### config.mk
export PLATFORM = sky130hd
export DESIGN_NAME = cmf_result_fifo_flat
export DESIGN_NICKNAME = d
export VERILOG_FILES = /design/src/design/cmf_pkg.sv /design/src/design/cmf_out_if.sv /design/src/design/cmf_result_fifo.sv /design/src/flat_wrapper.sv
export SDC_FILE = /design/constraint.sdc
export NUM_CORES = 1
export LEC_CHECK = 0
export ABC_AREA = 0
export BUFFER_PORTS_ARGS = -buffer_cell sky130_fd_sc_hd__buf_2
export CAP_MARGIN = 15
export CORE_ASPECT_RATIO = 1.2
export CORE_MARGIN = 2
export CORE_UTILIZATION = 55
export CTS_CLUSTER_DIAMETER = 150
export DETAILED_ROUTE_END_ITERATION = 10
export PLACE_DENSITY = 0.74
export SLEW_MARGIN = 40
export SYNTH_ARGS = -nofsm -noshare
export SYNTH_HDL_FRONTEND = slang
export SYNTH_SLANG_ARGS = --single-unit
### constraint.sdc
create_clock -name clk -period 12.7 [get_ports clk]
set_input_delay 1.27 -clock clk [delete_from_list [all_inputs] [get_ports clk]]
set_output_delay 1.27 -clock clk [all_outputs]
set_load 0.02 [all_outputs]
### src/design/cmf_pkg.sv
package cmf_pkg;

  localparam int SAMPLE_BITS = 32;
  localparam int MAX_WIDTH = 1024;
  localparam int COL_BITS = $clog2(MAX_WIDTH);
  localparam int ROW_BITS = 16;
  localparam int CFG_WIDTH_BITS = 11;
  localparam int CFG_DATA_BITS = 16;
  localparam int CFG_INDEX_BITS = 2;
  localparam int MIN_DIM = 3;
  localparam int RESET_WIDTH = 1024;
  localparam int RESET_HEIGHT = 1024;
  localparam int FIFO_DEPTH = 8;
  localparam int FIFO_PTR_BITS = $clog2(FIFO_DEPTH);
  localparam int FIFO_CNT_BITS = $clog2(FIFO_DEPTH + 1);

  localparam logic [CFG_INDEX_BITS-1:0] REG_GRID_WIDTH = 2'd0;
  localparam logic [CFG_INDEX_BITS-1:0] REG_GRID_HEIGHT = 2'd1;

  typedef logic signed [SAMPLE_BITS-1:0] sample_t;
  typedef logic [COL_BITS-1:0] col_t;
  typedef logic [ROW_BITS-1:0] row_t;

  typedef struct packed {
    sample_t above;
    sample_t two_above;
  } line_entry_t;

  typedef struct packed {
    sample_t filtered;
    row_t    row;
    col_t    col;
    logic    last;
  } out_item_t;

  typedef struct packed {
    logic [1:0] n;
    out_item_t  first;
    out_item_t  second;
  } push_t;

endpackage

### src/design/cmf_out_if.sv
interface cmf_out_if;
  logic             valid;
  logic             ready;
  cmf_pkg::sample_t filtered;
  cmf_pkg::row_t    out_row;
  cmf_pkg::col_t    out_col;
  logic             frame_last;

  modport source (output valid, output filtered, output out_row, output out_col,
                  output frame_last, input ready);
  modport sink (input valid, input filtered, input out_row, input out_col,
                input frame_last, output ready);
endinterface

### src/design/cmf_result_fifo.sv
module cmf_result_fifo (
  input  logic           clk,
  input  logic           rst,
  input  cmf_pkg::push_t push,
  output logic           pop,
  cmf_out_if.source      results
);

  cmf_pkg::out_item_t mem [cmf_pkg::FIFO_DEPTH];
  logic [cmf_pkg::FIFO_PTR_BITS-1:0] wr_ptr;
  logic [cmf_pkg::FIFO_PTR_BITS-1:0] rd_ptr;
  logic [cmf_pkg::FIFO_CNT_BITS-1:0] count;
  logic [cmf_pkg::FIFO_PTR_BITS-1:0] wr_ptr_1;
  cmf_pkg::out_item_t head;

  assign wr_ptr_1 = wr_ptr + 1'b1;
  assign head = mem[rd_ptr];
  assign results.valid = (count != '0);
  assign results.filtered = head.filtered;
  assign results.out_row = head.row;
  assign results.out_col = head.col;
  assign results.frame_last = head.last;
  assign pop = results.valid & results.ready;

  always_ff @(posedge clk) begin
    if (rst) begin
      wr_ptr <= '0;
      rd_ptr <= '0;
      count <= '0;
    end else begin
      wr_ptr <= wr_ptr + cmf_pkg::FIFO_PTR_BITS'(push.n);
      rd_ptr <= rd_ptr + cmf_pkg::FIFO_PTR_BITS'(pop);
      count <= count + cmf_pkg::FIFO_CNT_BITS'(push.n) - cmf_pkg::FIFO_CNT_BITS'(pop);
    end
  end

  always_ff @(posedge clk) begin
    if (push.n != 2'd0) begin
      mem[wr_ptr] <= push.first;
    end
    if (push.n == 2'd2) begin
      mem[wr_ptr_1] <= push.second;
    end
  end

endmodule

### src/flat_wrapper.sv
// flat-port wrapper written by rule: the top's interface ports become plain ports
module cmf_result_fifo_flat 
  (clk, rst, push, pop, results_valid, results_filtered, results_out_row, results_out_col, results_frame_last, results_ready);
  cmf_out_if results_i ();
  input  logic clk;
  input  logic rst;
  input  cmf_pkg::push_t push;
  output logic pop;
  output wire logic [$bits(results_i.valid)-1:0] results_valid;
  output wire logic [$bits(results_i.filtered)-1:0] results_filtered;
  output wire logic [$bits(results_i.out_row)-1:0] results_out_row;
  output wire logic [$bits(results_i.out_col)-1:0] results_out_col;
  output wire logic [$bits(results_i.frame_last)-1:0] results_frame_last;
  input wire logic [$bits(results_i.ready)-1:0] results_ready;
  assign results_valid = results_i.valid;
  assign results_filtered = results_i.filtered;
  assign results_out_row = results_i.out_row;
  assign results_out_col = results_i.out_col;
  assign results_frame_last = results_i.frame_last;
  assign results_i.ready = results_ready;
  cmf_result_fifo u_core (.clk(clk), .rst(rst), .push(push), .pop(pop), .results(results_i));
endmodule
==> metrics.md <==
| Metric | Value |
|---|---|
| DRT iter0 DRCs | `804` |
| All-Layer GR Usage | `24.48%` |
| Yosys cell types | `36` |
| GP Congestion | `between 0.7 and 0.8` |
| Critical path data arrival time | `a little over 3000 ps` |
| Antenna Nets Post-Route | `0` |
| Rows | `83` |
| Total CTS buffers | `50` |
| First-pass GRT wire length | `83450 um` |
| Number of global-route vias before repair | `approximately 14000` |
| Min cycle time layout | `4356 ps` |
| Vias per cell | `6.208` |
| Post-CTS Hold Fix Bufs | `0` |
| Root Driver | `clkbuf_16` |
| Slew Viols, Final | `0` |
| Core box area | `42890 um^2` |
| Max cap viols | `0` |
| Worst setup EP type | `primary output` |
| Post-DP HPWL | `slightly above 30000 um` |
| Skew-Pair Late Insertion Delay | `570 ps` |
| Mapped Nets | `~1400` |
| FMAX | `229.6 MHz` |
| Largest net degree at the start of global routing | `65` |
| Chip width | `between 150 and 200 um` |
| Initial Util | `between 50% and 60%` |
| Fill cells | `between 3000 and 4000` |
| CTS tree | `done` |
| Overflow after GRT | `0` |
| Setup violators final | `0` |
| Via Count | `between 10000 and 15000` |
| I/O Buffers | `~180` |
| WL/cell | `26.10 um` |
| # resized after CTS | `0` |
| CTS max path bufs | `3` |
| IO Count | `~180` |
| Mean post-synth cell area | `18.59 um^2` |
| DP Area | `25670 um^2` |
| Crit Path Max Fanout | `46` |
| Seq/Total Area, Yosys | `approximately 60%` |
| Initial antenna violation count | `6` |
| Wirelength, routed | `around 54000 um` |
| Hold Vio Cnt, Final | `0` |
| Area Growth Syn to Fin | `13.98%` |
| Final worst-path cycle share | `between 30 and 40%` |
| # clock sinks | `roughly 480` |
| Worst path cell trace | `buf_12 -> buf_6 -> mux4_2 -> mux2_2 -> buf_2` |
| Cell Area, Synth | `23940 um^2` |
| Peak supply drop | `between 0.1 and 0.15 mV` |
| Startpoint types | `register` |
| Clock skew | `16.35 ps` |
| Power per cell area | `roughly 160 nW/um^2` |
| Main area contributors after synthesis | `edfxtp_1 (59%), mux2_2 (25%), mux4_2 (11%), buf_2 (1.2%), dfxtp_1 (0.84%)` |
| Cell area after layout | `roughly 27000 um^2` |
| Die Y | `between 200 and 250 um` |
| Leakage | `9.089 nW` |
| Nets | `roughly 1600` |
| RSZ-0062 raised after global routing | `no` |
| Die Area | `about 45000 um^2` |
| Share of the synthesized area in the top cell type | `~60%` |
| Worst-Margin Slew | `around 860 ps` |
| Layout cell share with drive strength beyond 1 | `a little over 60%` |
| CP max stage cell | `mux4_2` |
| DP Cell Count | `1965` |
| Total setup buffers inserted after CTS | `0` |
| Mapped Cells | `1288` |
| Pre-antenna DRT Iters | `8` |
| DRC viols | `36` |
| Relative slew slack | `42.32%` |
| Clock-pin slew on the worst setup and hold paths | `70 ps` |
| Hold Path Class | `reg2reg` |
| Post-layout instance count excluding filler cells | `2063` |
| Yosys reg bits | `between 400 and 500` |
| YS warnings | `0` |
| Layout Utilization | `between 60% and 70%` |
| Setup tns final | `0 ps` |
| CP max stage delay | `630 ps` |
| Failing checks | `design-rule violations` |
| Worst Path Required | `11430 ps` |
| H-tree depth | `2` |
| WS Path Type | `reg2out` |
| Status | `finished with violations` |
| Yosys top cell by area | `edfxtp_1` |
==> final cells by class <==
class                           instances  area [um^2]  area share, %
Clock inverter                         25        187.7         0.6879
Multi-Input combinational cell        713         9343          34.24
Antenna cell                            6        15.01        0.05503
Clock buffer                           66         1375          5.040
Sequential cell                       482        14390          52.72
Inverter                               10        37.54         0.1376
Tap cell                              552        690.7          2.531
Timing Repair Buffer                  209         1251          4.586
==> per-layer routing <==
layer | routed length [um] | global-route usage [%] | vias to the layer above | part of all wire, %
li1 | - | - | 5646 | -
met1 | 21880 | 31.17 | 6748 | 41
met2 | 28590 | 44.44 | 340 | 53
met3 | 2316 | 2.740 | 72 | 4.3
met4 | 1040 | 7.043 | 2 | 1.9
met5 | 14 | 0 | - | 0.026
==> per-stage QoR <==
stage,setup WS [ps],power (mW),hold WS [ps]
6_report,8344,4.271,660.1
5_1_grt,8149,4.427,687.4
3_3_place_gp,8346,2.860,685.7
3_5_place_dp,8584,2.894,664.7
4_1_cts,7944,4.308,673.4
2_1_floorplan,6337,2.600,553.7
==> cell families (layout without fill, tap and decap cells) <==
family / count (synthesis) / after routing / synth area share (%)
xor+xnor: 5 / 5 / 0.2457
buf+inv: 93 / 310 / 1.897
fa+ha+maj: 10 / 10 / 0.5854
other cells: 0 / 6 / 0
simple gates: 34 / 34 / 0.7527
compound gates: 14 / 14 / 0.3502
flops: 482 / 482 / 60.05
mux: 650 / 650 / 36.12
==> registers in the layout (all words and copies together) (netlist names) <==
signal,count
u_core.mem,472
u_core.rd_ptr,3
u_core.wr_ptr,3
u_core.count,4
==> where the power goes <==
| part | internal (mW) | switching, mW |
|---|---|---|
| Sequential | 1.92 | 0.0484 |
| Clock | 0.818 | 0.599 |
| Combinational | 0.403 | 0.484 |
==> cell usage after synthesis, drive strengths merged <==
cell type,instances
mux2,531
edfxtp,472
mux4,118
buf,67
clkbuf,16
dfxtp,10
inv,10
nor2,10
ha,8
nand2,7
o21ai,6
nand2b,4
nand3,4
nor2b,3
xor2,3
a21oi,2
fa,2
o22ai,2
o31ai,2
xnor2,2
a31o,1
and3,1
mux2i,1
nand4b,1
nor3b,1
nor4b,1
nor4bb,1
o21bai,1
or3b,1
==> worst paths after layout <==
| check | from | to | slack [ps] | depth (start not counted) |
|---|---|---|---|---|
| worst max register to register | u_core.wr_ptr[1] | u_core.mem[2][28] | 9380 | 5 |
| worst min-delay path | u_core.rd_ptr[0] | u_core.rd_ptr[0] | 660 | 2 |
| worst min register to register | u_core.rd_ptr[0] | u_core.rd_ptr[0] | 660 | 2 |
| worst max-delay path | u_core.rd_ptr[1] | results_filtered[11] | 8340 | 5 |
==> cell usage in the layout, fill, tap and decap left out, types with 2 or more instances in the layout <==
cell,synthesis,layout
edfxtp_1,472,472
inv_1,10,10
mux4_2,118,118
mux2_1,10,10
buf_4,3,8
buf_2,57,183
nand2_8,0,4
ha_1,8,8
clkbuf_1,16,13
nand2b_1,4,4
o22ai_4,0,2
o21ai_4,0,4
diode_2,0,6
dfxtp_4,0,3
clkbuf_16,0,53
buf_6,3,10
nand3_1,4,2
nor2b_1,3,3
nor2_1,9,8
nand3_4,0,2
nand2_1,7,3
xor2_1,2,2
a21oi_1,2,2
fa_1,2,2
mux2_2,521,521
clkinv_1,0,13
o31ai_4,0,2
bufinv_16,0,3
nor2_4,0,2
o21ai_0,6,2
buf_12,0,6
dfxtp_1,10,7
clkinv_2,0,8
==> worst max-delay path, delay by kind of cell (launching register included) <==
kind                   cells  cell delay, ps
buffers and inverters      3            1000
muxes                      2             910
DFF                        1             530
No activity file was read; power rests on OpenSTA's default activity.
